### src/hdl/fba_pkg.sv
// shared types and constants for the first-fit block allocator
`default_nettype none

package fba_pkg;

   localparam int MAX_BLOCKS_DEF = 16;

   localparam int ID_W   = 8;
   localparam int SIZE_W = 16;
   localparam int PROC_W = 16;
   localparam int STAT_W = 2;

   // request kinds
   localparam logic REQ_LOAD  = 1'b0;
   localparam logic REQ_ALLOC = 1'b1;

   // result status codes
   localparam logic [STAT_W-1:0] ST_LOADED    = 2'd0;
   localparam logic [STAT_W-1:0] ST_ALLOCATED = 2'd1;
   localparam logic [STAT_W-1:0] ST_NOFIT     = 2'd2;
   localparam logic [STAT_W-1:0] ST_FULL      = 2'd3;

   typedef struct packed {
      logic [ID_W-1:0]   id;
      logic [SIZE_W-1:0] size;
   } entry_type;

   typedef struct packed {
      logic [STAT_W-1:0] status;
      logic [ID_W-1:0]   grant;
      logic [SIZE_W-1:0] frag;
   } result_type;

endpackage

`default_nettype wire

### src/hdl/fba_table.sv
// block table: id/size memory with registered read plus allocated flags
`default_nettype none

module fba_table #(
   parameter int MAX_BLOCKS = fba_pkg::MAX_BLOCKS_DEF,
   parameter int IDX_W      = $clog2(MAX_BLOCKS)
) (
   input  wire logic               clock,
   input  wire logic               reset,
   input  wire logic               wr_en,
   input  wire logic [IDX_W-1:0]   wr_addr,
   input  wire fba_pkg::entry_type wr_entry,
   input  wire logic [IDX_W-1:0]   rd_addr,
   output fba_pkg::entry_type      rd_entry,
   output logic                    rd_taken,
   input  wire logic               set_en,
   input  wire logic [IDX_W-1:0]   set_addr
);

   fba_pkg::entry_type mem [MAX_BLOCKS];
   fba_pkg::entry_type rd_entry_ff;
   logic [MAX_BLOCKS-1:0] taken_ff;
   logic [MAX_BLOCKS-1:0] taken_in;
   logic                  rd_taken_ff;

   // entry memory, no reset: the scan only acts on loaded entries
   always_ff @(posedge clock) begin
      if (wr_en) begin
         mem[wr_addr] <= wr_entry;
      end
      rd_entry_ff <= mem[rd_addr];
   end

   always_comb begin
      taken_in = taken_ff;
      if (wr_en) begin
         taken_in[wr_addr] = 1'b0;
      end
      if (set_en) begin
         taken_in[set_addr] = 1'b1;
      end
   end

   always_ff @(posedge clock) begin
      if (reset) begin
         taken_ff    <= '0;
         rd_taken_ff <= 1'b0;
      end else begin
         taken_ff    <= taken_in;
         rd_taken_ff <= taken_ff[rd_addr];
      end
   end

   assign rd_entry = rd_entry_ff;
   assign rd_taken = rd_taken_ff;

endmodule

`default_nettype wire

### src/hdl/first_fit_block_allocator_core.sv
// top level of the first-fit block allocator: sequencer, scan and result register
//
//   channel | ports                                    | dir | handshake
//   --------+------------------------------------------+-----+---------------------
//   request | req_type req_block_id req_size           | in  | req_valid / req_stall
//           | req_process_id                           |     |
//   result  | rsp_status rsp_echo_process              | out | rsp_valid / rsp_stall
//           | rsp_granted_block rsp_fragment           |     |
//
// a load word writes the table on accept (unless it is full), then is handed off
// from S_DONE into the output register; an allocate word scans the entries from
// 0 in order until a hit or the last entry, with the table memory read one entry
// per cycle through a registered read; one word is worked on at a time; req_stall
// is high from accept until the result has moved into the output register, which
// can hold a word while rsp_stall is high; the next word is taken the cycle after
// the hand-off; reset clears the sequencer state, the entry count, the allocated
// flags and the result valid flag; the table contents are not cleared and there
// is no clearing pass
`default_nettype none

module first_fit_block_allocator_core #(
   parameter int MAX_BLOCKS = fba_pkg::MAX_BLOCKS_DEF
) (
   input  wire logic                         clock,
   input  wire logic                         reset,
   // request channel
   input  wire logic                         req_valid,
   output logic                              req_stall,
   input  wire logic                         req_type,
   input  wire logic [fba_pkg::ID_W-1:0]     req_block_id,
   input  wire logic [fba_pkg::SIZE_W-1:0]   req_size,
   input  wire logic [fba_pkg::PROC_W-1:0]   req_process_id,
   // result channel
   output logic                              rsp_valid,
   input  wire logic                         rsp_stall,
   output logic [fba_pkg::STAT_W-1:0]        rsp_status,
   output logic [fba_pkg::PROC_W-1:0]        rsp_echo_process,
   output logic [fba_pkg::ID_W-1:0]          rsp_granted_block,
   output logic [fba_pkg::SIZE_W-1:0]        rsp_fragment
);

   localparam int IDX_W = (MAX_BLOCKS > 1) ? $clog2(MAX_BLOCKS) : 1;
   localparam int CNT_W = $clog2(MAX_BLOCKS + 1);

   // sequencer states
   localparam logic [1:0] S_IDLE = 2'd0;
   localparam logic [1:0] S_SCAN = 2'd1;
   localparam logic [1:0] S_DONE = 2'd2;

   logic [1:0]                     state_ff, state_in;
   logic [CNT_W-1:0]               count_ff, count_in;
   logic [IDX_W-1:0]               idx_ff, idx_in;
   logic [fba_pkg::SIZE_W-1:0]     amt_ff, amt_in;
   logic [fba_pkg::PROC_W-1:0]     proc_ff, proc_in;
   fba_pkg::result_type            res_ff, res_in;

   // output register
   logic                           rsp_valid_ff, rsp_valid_in;
   fba_pkg::result_type            out_ff, out_in;
   logic [fba_pkg::PROC_W-1:0]     out_proc_ff, out_proc_in;

   // table interface
   logic                           wr_en;
   fba_pkg::entry_type             wr_entry;
   logic [IDX_W-1:0]               rd_addr;
   fba_pkg::entry_type             rd_entry;
   logic                           rd_taken;
   logic                           set_en;

   logic req_accept;
   logic out_free;
   logic last_entry;

   fba_table #(
      .MAX_BLOCKS (MAX_BLOCKS),
      .IDX_W      (IDX_W)
   ) u_table (
      .clock    (clock),
      .reset    (reset),
      .wr_en    (wr_en),
      .wr_addr  (count_ff[IDX_W-1:0]),
      .wr_entry (wr_entry),
      .rd_addr  (rd_addr),
      .rd_entry (rd_entry),
      .rd_taken (rd_taken),
      .set_en   (set_en),
      .set_addr (idx_ff)
   );

   assign req_stall  = (state_ff != S_IDLE);
   assign req_accept = req_valid && !req_stall;
   assign out_free   = !rsp_valid_ff || !rsp_stall;
   assign last_entry = ((CNT_W'(idx_ff) + CNT_W'(1)) == count_ff);

   // the scan always prefetches the entry after the one being checked
   assign rd_addr = (state_ff == S_IDLE) ? '0 : idx_ff + IDX_W'(1);

   assign wr_entry.id   = req_block_id;
   assign wr_entry.size = req_size;

   always_comb begin
      state_in     = state_ff;
      count_in     = count_ff;
      idx_in       = idx_ff;
      amt_in       = amt_ff;
      proc_in      = proc_ff;
      res_in       = res_ff;
      wr_en        = 1'b0;
      set_en       = 1'b0;
      rsp_valid_in = rsp_valid_ff && rsp_stall;
      out_in       = out_ff;
      out_proc_in  = out_proc_ff;

      case (state_ff)
         S_IDLE: begin
            if (req_accept) begin
               proc_in = req_process_id;
               amt_in  = req_size;
               idx_in  = '0;
               res_in  = '{status: fba_pkg::ST_NOFIT, grant: '0, frag: '0};
               if (req_type == fba_pkg::REQ_LOAD) begin
                  state_in = S_DONE;
                  if (count_ff == CNT_W'(MAX_BLOCKS)) begin
                     res_in.status = fba_pkg::ST_FULL;
                  end else begin
                     wr_en         = 1'b1;
                     count_in      = count_ff + CNT_W'(1);
                     res_in.status = fba_pkg::ST_LOADED;
                  end
               end else if (count_ff == '0) begin
                  // empty table, nothing to scan
                  state_in = S_DONE;
               end else begin
                  state_in = S_SCAN;
               end
            end
         end
         S_SCAN: begin
            // first free entry that is large enough wins
            if (!rd_taken && (rd_entry.size >= amt_ff)) begin
               set_en   = 1'b1;
               res_in   = '{status: fba_pkg::ST_ALLOCATED,
                            grant:  rd_entry.id,
                            frag:   rd_entry.size - amt_ff};
               state_in = S_DONE;
            end else if (last_entry) begin
               state_in = S_DONE;
            end else begin
               idx_in = idx_ff + IDX_W'(1);
            end
         end
         S_DONE: begin
            if (out_free) begin
               rsp_valid_in = 1'b1;
               out_in       = res_ff;
               out_proc_in  = proc_ff;
               state_in     = S_IDLE;
            end
         end
         default: begin
            state_in = S_IDLE;
         end
      endcase
   end

   always_ff @(posedge clock) begin
      if (reset) begin
         state_ff     <= S_IDLE;
         count_ff     <= '0;
         rsp_valid_ff <= 1'b0;
      end else begin
         state_ff     <= state_in;
         count_ff     <= count_in;
         rsp_valid_ff <= rsp_valid_in;
      end
   end

   // payload registers
   always_ff @(posedge clock) begin
      idx_ff      <= idx_in;
      amt_ff      <= amt_in;
      proc_ff     <= proc_in;
      res_ff      <= res_in;
      out_ff      <= out_in;
      out_proc_ff <= out_proc_in;
   end

   assign rsp_valid         = rsp_valid_ff;
   assign rsp_status        = out_ff.status;
   assign rsp_echo_process  = out_proc_ff;
   assign rsp_granted_block = out_ff.grant;
   assign rsp_fragment      = out_ff.frag;

endmodule

`default_nettype wire
### config.mk
export PLATFORM = sky130hd
export DESIGN_NAME = first_fit_block_allocator_core
export DESIGN_NICKNAME = d
export VERILOG_FILES = /design/src/hdl/fba_pkg.sv /design/src/hdl/fba_table.sv /design/src/hdl/first_fit_block_allocator_core.sv
export SDC_FILE = /design/constraint.sdc
export NUM_CORES = 1
export LEC_CHECK = 0
export BUFFER_PORTS_ARGS = -buffer_cell sky130_fd_sc_hd__buf_2
export CORE_UTILIZATION = 64
export CTS_CLUSTER_DIAMETER = 80
export CTS_CLUSTER_SIZE = 14
export DETAILED_ROUTE_END_ITERATION = 16
export PLACE_DENSITY = 0.85
export SYNTH_ARGS = -nofsm -noshare
export SYNTH_HDL_FRONTEND = slang
export SYNTH_SLANG_ARGS = --single-unit
### constraint.sdc
create_clock -name clock -period 6.07 [get_ports clock]
set_input_delay 0 -clock clock [delete_from_list [all_inputs] [get_ports clock]]
set_output_delay 0 -clock clock [all_outputs]
set_load 0.005 [all_outputs]
* Word level (Yosys, flattened, before mapping)
Memories as Yosys holds them, arrays and structs flattened. A register that Yosys moved wholly into a read port is not among the register bits.
Index checks and enable logic that the tools add are counted.
** Word-level totals
- Memories kept :: 1
- Output and inout port bits :: 44
- Register bits :: 129
- Bits of input ports :: 45
- RAM bits :: 384
** Memories
- u_table.mem :: words 16, width 24, read ports 1, clocked after Yosys merged registers in 1, write ports 1, RTL line fba_table.sv:20 : fba_pkg::entry_type mem [MAX_BLOCKS];
** Operators by class
- Reductions and logical operators :: 20
- Add/subtract/negate cells :: 4
- Bitwise logic cells :: 5
- Equal/unequal tests :: 10
- Magnitude comparators :: 6
- Muxes and demuxes :: 35
** Operator list (count)
- 2-to-1 mux 26 bit :: 2
- case mux 26 bit (2 select lines) :: 1
- 2-to-1 mux 16 bit :: 2
- bitwise AND 16 bit :: 1
- >= comparator 16 bit :: 1
- 2-to-1 mux 2 bit :: 8
- 2-to-1 mux 4 bit :: 4
- inverter 16 bit :: 1
- bitwise OR 16 bit :: 1
- subtractor 16 bit :: 1
- < comparator 4 x 5 -> 1 bit (second input constant) :: 3
- 2-to-1 mux 1 bit :: 13
- inequality test 2 bit (second input constant) :: 5
- demux 1 bit (select 4 bit) :: 2
- >= comparator 4 x 1 -> 1 bit (second input constant) :: 2
- case mux 4 bit (2 select lines) :: 1
- AND reduction 4 bit :: 2
- case mux 2 bit (3 select lines) :: 1
- AND reduction 3 bit :: 2
- adder 4 x 1 -> 5 bit (second input constant) :: 1
- adder 5 x 1 -> 5 bit (second input constant) :: 1
- == test 5 bit :: 1
- == test 5 bit (second input constant) :: 1
- logical AND 1 bit :: 5
- other kinds (12) :: 18

* Depth between registers and ports, before layout
Gate-level depths: netlist of the first run.
- Depth after elaboration :: 9
- Gate-level depth with buffers :: 10
- Depth with buffers taken out :: 9

* Modules after synthesis
From an unflattened synthesis of the first run, not the netlist that was laid out.
** Unflattened totals
- Cells, all modules :: 1035
- Area total of the unflattened synthesis :: 20464.6 µm²
** By module, submodules not included
- fba_table :: cells each 708, instances 1, seq. area each 12351.8 µm², area each 15781.4 µm²
- first_fit_block_allocator_core :: cells each 327, instances 1, seq. area each 3283.1 µm², area each 4683.2 µm²

* Worst setup path after synthesis of the first run
Ideal clock, no wire load.
- Path type :: register to register
- Start point :: reg state_ff[0]
- End point :: mem u_table.mem[2][0] (netlist bit), enable pin
- Arrival :: 3.160 ns
- Path slack :: 2.474 ns
- Buffers on the path :: 0
- Stages on the path, launching flop included :: 5
- Period minus slack after synthesis :: 3.596 ns
- Library setup time :: 0.436 ns
- Data required time :: 5.634 ns
- Cells stage by stage :: dfxtp_1 -> or3b_1 -> a311oi_4 -> nand2_1 -> nor3_1
** On the way
- Cells in the longest elaborated chain, start to end :: 7
- Elaborated cells on any way between the ends :: 8
** RTL lines
- start: declaration :: RTL line first_fit_block_allocator_core.sv:50 : logic [1:0] state_ff, state_in;
- start signal: assignment :: RTL line first_fit_block_allocator_core.sv:172 : state_ff <= state_in;
- nonzero test 2 bit :: RTL line first_fit_block_allocator_core.sv:90 : assign req_stall = (state_ff != S_IDLE);
- zero test 1 bit :: RTL line first_fit_block_allocator_core.sv:91 : assign req_accept = req_valid && !req_stall;
- logical AND 1 bit :: RTL line first_fit_block_allocator_core.sv:91
- 2-to-1 mux 1 bit :: RTL line first_fit_block_allocator_core.sv:116 : if (req_accept) begin
- 2-to-1 mux 1 bit (*) :: RTL line first_fit_block_allocator_core.sv:114 : case (state_ff)
- 2-to-1 mux 1 bit (*) :: RTL line fba_table.sv:28 : if (wr_en) begin
- 2-to-1 mux 1 bit (not written as such) (*) :: RTL line fba_table.sv:29 : mem[wr_addr] <= wr_entry;
- end: declaration :: RTL line fba_table.sv:20
Every way passes the cells marked *; elsewhere a longest branch is shown, timed or not.

* Worst setup path in the final report of the first run
- Start point :: reg u_table.rd_entry[0] (netlist name)
- End point :: reg res_ff[15] (netlist bit), enable pin
** On the way
- Cells in the longest elaborated chain, start to end :: 4
** RTL lines
- >= comparator 16 bit :: RTL line first_fit_block_allocator_core.sv:140 : if (!rd_taken && (rd_entry.size >= amt_ff)) begin
- logical AND 1 bit :: RTL line first_fit_block_allocator_core.sv:140
- inequality test 2 bit (no source line)
- AND reduction 3 bit (no source line)
- end signal: assignment :: RTL line first_fit_block_allocator_core.sv:183 : res_ff <= res_in;
- end: declaration :: RTL line first_fit_block_allocator_core.sv:55 : fba_pkg::result_type res_ff, res_in;
Every way passes these cells.
A chain may end at the register's enable or synchronous reset.

==> results of run 1 <==
==> power groups by stage <==
stage / Clock, W / Combinational (W) / Sequential (W)
after CTS: 0.00264 / 0.000831 / 0.00421
final: 0.00262 / 0.000838 / 0.00421
after global placement: 0 / 0.000768 / 0.00429
after floorplan: 0 / 0.000549 / 0.00426
after global routing: 0.00278 / 0.000911 / 0.00422
after detailed placement: 0 / 0.000801 / 0.00429
==> flip-flops by register name, summed over array words and instances (netlist names), 16 cells and up <==
| register | count |
|---|---|
| rsp_fragment | 16 |
| proc_ff | 16 |
| u_table.mem | 384 |
| u_table.rd_entry | 24 |
| res_ff | 26 |
| u_table.taken_ff | 16 |
| rsp_echo_process | 16 |
| amt_ff | 16 |
==> worst paths after layout <==
check / from / end / slack [ps] / depth (start not counted)
max reg2reg: u_table.rd_entry[0]$_DFF_P_ / res_ff[15]$_SDFFCE_PN0P_ / 2430 / 9
min: req_process_id[0] / proc_ff[0]$_DFFE_PP_ / 170 / 2
min reg2reg: res_ff[11]$_SDFFCE_PN0P_ / rsp_fragment[11]$_DFFE_PP_ / 420 / 0
max: u_table.rd_entry[0]$_DFF_P_ / res_ff[15]$_SDFFCE_PN0P_ / 2430 / 9
==> Yosys cell counts, drive strengths merged, types with 19 or more instances <==
library cell  count  area (um2)
mux4             25         563
nor2             37         144
a21oi            55         275
o211ai           25         188
clkbuf           59         221
and2             25         156
nand2           123         464
edfxtp          488       14700
a211oi           66         495
a311oi           34         315
inv              38         143
mux2i            26         260
a31oi            19         119
nor2b            31         194
nor3             25         125
o22ai            24         150
ha               24         300
or3              34         213
buf              22         114
o21ai            45         225
dfxtp            49         981
==> layer usage <==
| metal | global-route usage | vias up | wire (um) |
|---|---|---|---|
| met2 | 0.468 | 725 | 23200 |
| met3 | 0.0481 | 115 | 4280 |
| li1 | - | 5578 | - |
| met1 | 0.387 | 6214 | 18300 |
| met4 | 0.116 | 0 | 1650 |
| met5 | 0 | - | 0 |
==> cell families after synthesis <==
group / count (synthesis) / share of synthesized area
flops: 537 / 0.743
simple gates: 326 / 0.0775
compound gates: 298 / 0.0960
buf+inv: 121 / 0.0231
mux: 51 / 0.0391
fa+ha+maj: 25 / 0.0152
xor+xnor: 14 / 0.00583
==> layout make-up <==
cell class / count / area, um2 / share of cell area
multi-input combinational: 714 / 5030 / 0.212
tap: 442 / 553 / 0.0233
clock inverter: 2 / 31.3 / 0.00132
sequential: 537 / 15600 / 0.658
clock buffer: 78 / 1250 / 0.0526
timing repair buffer: 162 / 1110 / 0.0466
antenna: 2 / 5.00 / 0.000211
inverter: 40 / 150 / 0.00632
==> metrics by stage <==
stage	hold WS (ps)	instances	cell area (um2)	power [W]	util
floorplan	98.9	1372	21000	0.00481	-
global placement	178	1850	22000	0.00506	0.679
detailed placement	178	1850	22000	0.00509	0.679
CTS	152	1975	23800	0.00768	0.732
global route	158	1977	23800	0.00791	0.732
finish	166	1977	23800	0.00767	0.732
==> impl_metrics.py, run 1 <==
metrics = {
    "setup_path": {
        "crit_slowest_cell": "nand2_1",
        "critPathKind": "reg -> reg",
        "cpLargestDelayFamily": "simple AND/OR/NAND/NOR gates",
        "cp.required_ps": 6230,
        "start_kind": "flop",
        "path_cells": "inv_1 > ha_1 > fa_1 > nor2b_1 > o21ai_0 > a31oi_1 > a2111o_1 > nand3_2 > nand2_1",
        "cp.arrival_ps": 3800,
        "critPathMaxFanout": 26,
        "slowest_delay_ps": 870,
        "crit_path_end_kind": "flop",
        "critical_path_buf_inv_count": 1,
    },
    "synth": {
        "synth_cell_types": 53,
        "ys_warn_count": 0,
        "synth_ff_type": "edfxtp_1",
        "synth_seq_cells": 537,
        "netlist_area_um2": 21000,
        "synth_edf_count": 488,
        "syn_nets": 1442,
        "seq_area_frac_synth": 0.743,
        "synthArstFlopShare": 0,
        "postSynthAreaPerCell_um2": 15.3,
        "netlist_instances": 1372,
    },
    "sta": {
        "setup_tns_ps": 0,
        "max_freq_ghz": 0.275,
        "period_share": 0.599,
        "setup-violations-final": 0,
        "fin_crit_ps": 3640,
        "max_slew_margin": 0.319,
        "finalClockSkew_ps": 20.4,
        "tightest_slew_ps": 1020,
        "layout_setup_ws_ps": 2430,
        "rsz0062_at_grt": "false",
        "final_hold_viol_count": 0,
        "drv_slew": 0,
    },
    "power": {
        "p_per_area_nw_per_um2": 323,
        "p_clk_frac": 0.342,
        "leakage_nw": 7.85,
        "peakVddDrop_v": 0.000301,
        "seq_power_share": 0.549,
        "p_sw_frac": 0.237,
        "p_switching_w": 0.00182,
        "intPower_w": 0.00586,
        "pwr-share-comb": 0.109,
    },
    "grt": {
        "grt_max_degree": 78,
        "grt_overflow": 0,
        "antenna_found_initial": 2,
        "grt_pass1_wl_um": 71300,
        "track_usage": 0.286,
        "grt_pass1_vias": 12600,
    },
    "clock_network": {
        "cts_buffers": 44,
        "cts_resized": 0,
        "clk_pin_slew_ps": 70,
        "clock_path_buffers": 3,
        "cts_hold_buf": 45,
        "post-cts-setup-buffers": 0,
        "cts.sinks": 537,
        "htree_levels": 2,
        "cts_tree": "done",
        "cts-root-buf": "clkbuf_16",
        "insertion_delay_ps": 560,
    },
    "cells_and_area": {
        "final_cell_mix": "edfxtp_1 (488), nand2_1 (120), buf_2 (88)",
        "final_common_cell": "edfxtp_1",
        "area_growth_pct": 13.0,
        "drive_gt1_frac": 0.144,
        "nFillCells": 1937,
        "fin_nets": 1569,
    },
    "outcome": {
        "status": "finished, final reports clean",
    },
    "floorplan": {
        "io_pins": 89,
        "die_area_um2": 33600,
        "core-area_um2": 32500,
        "initial_core_util": 0.648,
        "die_x_um": 183,
        "dieHeight_um": 183,
        "placementRows": 66,
    },
    "drt": {
        "wire_per_inst_um": 24.0,
        "dr.pass1.iters": 5,
        "drtIter0Drc": 1251,
        "drc": 0,
        "postRouteAntennaNets": 0,
        "viasPerCell": 6.39,
        "dr_total_vias": 12600,
        "drt-total-wl_um": 47500,
    },
    "placement": {
        "post-dp-hpwl_um": 26700,
        "portBuffers": 88,
        "place_ws_ps": 2460,
        "finalWeightedCongestion": 0.886,
    },
    "run": {
        "max_cap_viol_count": 0,
    },
    "hold_path": {
        "hp-class": "in -> reg",
    },
}
(Power assumes the default switching activity.)
==> inputs of run 2 (changes only) <==
--- a/config.mk
+++ b/config.mk
@@ -6,11 +6,11 @@
 export NUM_CORES = 1
 export LEC_CHECK = 0
 export BUFFER_PORTS_ARGS = -buffer_cell sky130_fd_sc_hd__buf_2
-export CORE_UTILIZATION = 64
+export CORE_UTILIZATION = 61
 export CTS_CLUSTER_DIAMETER = 80
 export CTS_CLUSTER_SIZE = 14
 export DETAILED_ROUTE_END_ITERATION = 16
-export PLACE_DENSITY = 0.85
+export PLACE_DENSITY = 0.82
 export SYNTH_ARGS = -nofsm -noshare
 export SYNTH_HDL_FRONTEND = slang
 export SYNTH_SLANG_ARGS = --single-unit
==> constraint.sdc (replaced) <==
create_clock -name clock -period 3.5 [get_ports clock]
set_input_delay 0 -clock clock [delete_from_list [all_inputs] [get_ports clock]]
set_output_delay 0 -clock clock [all_outputs]
set_load 0.005 [all_outputs]
==> impl_metrics.py, run 2 (synthesized netlist as in run 1, its figures left out) <==
metrics = {
    "hold_path": {
        "hp-class": "in -> reg",
    },
    "drt": {
        "wire_per_inst_um": 24.1,
        "dr.pass1.iters": 7,
        "viasPerCell": 6.40,
        "drtIter0Drc": 1376,
        "postRouteAntennaNets": 0,
        "dr_total_vias": 12800,
        "drc": 0,
        "drt-total-wl_um": 48300,
    },
    "placement": {
        "numPlacedInstances": 1880,
        "place_ws_ps": 408,
        "dpl-instance-area_um2": 22300,
        "portBuffers": 88,
        "post-dp-hpwl_um": 27700,
        "finalWeightedCongestion": 0.871,
    },
    "clock_network": {
        "cts.sinks": 537,
        "htree_levels": 2,
        "cts_resized": 0,
        "clk_pin_slew_ps": 70,
        "clock_path_buffers": 3,
        "cts_buffers": 44,
        "cts-root-buf": "clkbuf_16",
        "cts_tree": "done",
        "insertion_delay_ps": 550,
        "post-cts-setup-buffers": 0,
    },
    "setup_path": {
        "cp.arrival_ps": 3650,
        "regToRegSetupSlack_ps": 280,
        "cp.required_ps": 3930,
        "critPathKind": "reg -> reg",
        "crit_path_end_kind": "flop",
        "start_kind": "flop",
        "critPathMaxFanout": 10,
    },
    "cells_and_area": {
        "final_cells": 2006,
        "fin_nets": 1594,
        "design_area_um2": 24100,
        "registers.top_by_ff_count": "u_table.mem",
        "drive_gt1_frac": 0.157,
        "nFillCells": 2113,
        "fin_util": 0.714,
        "insertedDiodeCount": 0,
        "final_cell_mix": "edfxtp_1 (488), nand2_1 (120), buf_2 (88)",
        "final_common_cell": "edfxtp_1",
        "largest_register_ffs": 384,
        "area_growth_pct": 14.4,
    },
    "sta": {
        "layout_setup_ws_ps": 284,
        "max_slew_margin": 0.399,
        "final_hold_viol_count": 0,
        "tightest_slew_ps": 901,
        "rsz0062_at_grt": "false",
        "max_freq_ghz": 0.311,
        "setup_tns_ps": 0,
        "drv_slew": 0,
        "setup-violations-final": 0,
        "finalClockSkew_ps": 14.1,
        "fin_crit_ps": 3220,
        "period_share": 0.919,
    },
    "grt": {
        "grt_pass1_vias": 12500,
        "grt_overflow": 0,
        "track_usage": 0.275,
        "grt_max_degree": 114,
        "antenna_found_initial": 0,
        "grt_pass1_wl_um": 73000,
    },
    "floorplan": {
        "placementRows": 67,
        "core-area_um2": 33700,
        "die_x_um": 188,
        "dieHeight_um": 188,
        "die_area_um2": 35200,
        "io_pins": 89,
        "initial_core_util": 0.624,
    },
    "run": {
        "max_cap_viol_count": 0,
    },
    "power": {
        "p_per_area_nw_per_um2": 556,
        "leakage_nw": 7.99,
        "peakVddDrop_v": 0.000407,
    },
    "outcome": {
        "status": "finished, final reports clean",
    },
}
run 2: changes by cell type in the layout (fill, tap and decap cells not counted), sizes merged:
cell / before / now
diode: 2 / 0
clkinv: 2 / 3
inv: 40 / 39
buf: 117 / 141
dlygate4sd3: 45 / 46
run 2: cell type report:
type                            count  area (um2)  share of cell area
Sequential cell                   537       15600               0.650
Clock buffer                       78        1270              0.0528
Clock inverter                      2        27.5             0.00114
Multi-Input combinational cell    714        5050               0.210
Timing Repair Buffer              187        1370              0.0571
Inverter                           40         150             0.00624
Tap cell                          448         561              0.0233
run 2: path summary, 6_finish.rpt:
kind / endpoint / start / depth (start not counted)
worst max-delay path: state_ff[1]$_SDFFE_PP0P_ / amt_ff[2]$_DFFE_PP_ / 9
worst min-delay path: proc_ff[2]$_DFFE_PP_ / req_process_id[2] / 2
worst min register to register: rsp_echo_process[0]$_DFFE_PP_ / proc_ff[0]$_DFFE_PP_ / 0
worst max register to register: state_ff[1]$_SDFFE_PP0P_ / amt_ff[2]$_DFFE_PP_ / 9
run 2: stage by stage:
stage	hold slack [ps]	power, W
CTS	161	0.0134
detailed placement	178	0.00889
global route	178	0.0138
floorplan	98.9	0.00834
finish	176	0.0134
global placement	178	0.00883
run 2: repair_timing:
item / CTS / global route
setup endpoints to repair: 0 / 0
hold endpoints to repair: 437 / 0
hold buffers: 46 / 0
run 2: power breakdown:
part | internal, W | switching, W | total [W] | leakage (nW)
clock network | 0.00246 | 0.00211 | 0.00457 | 0.618
logic | 0.000578 | 0.000927 | 0.00151 | 2.51
registers | 0.00720 | 0.000113 | 0.00731 | 4.86
run 2: worst max-delay path: stages (launching register included):
cell           delay [ps]
edfxtp_1              330
inv_1                  40
ha_1                  350
nor2b_1               170
o21ai_0               390
a31oi_1               160
a2111o_1              570
a21boi_0              380
a211oi_1              130
dlygate4sd3_1         580
run 2: routing by layer:
metal | share of wire | vias up | wire, um | track usage
li1 | - | 5621 | - | -
met2 | 0.48 | 761 | 23000 | 0.439
met5 | 0 | - | 0 | 0
met4 | 0.031 | 0 | 1500 | 0.0944
met1 | 0.39 | 6328 | 18800 | 0.394
met3 | 0.10 | 122 | 4980 | 0.0395
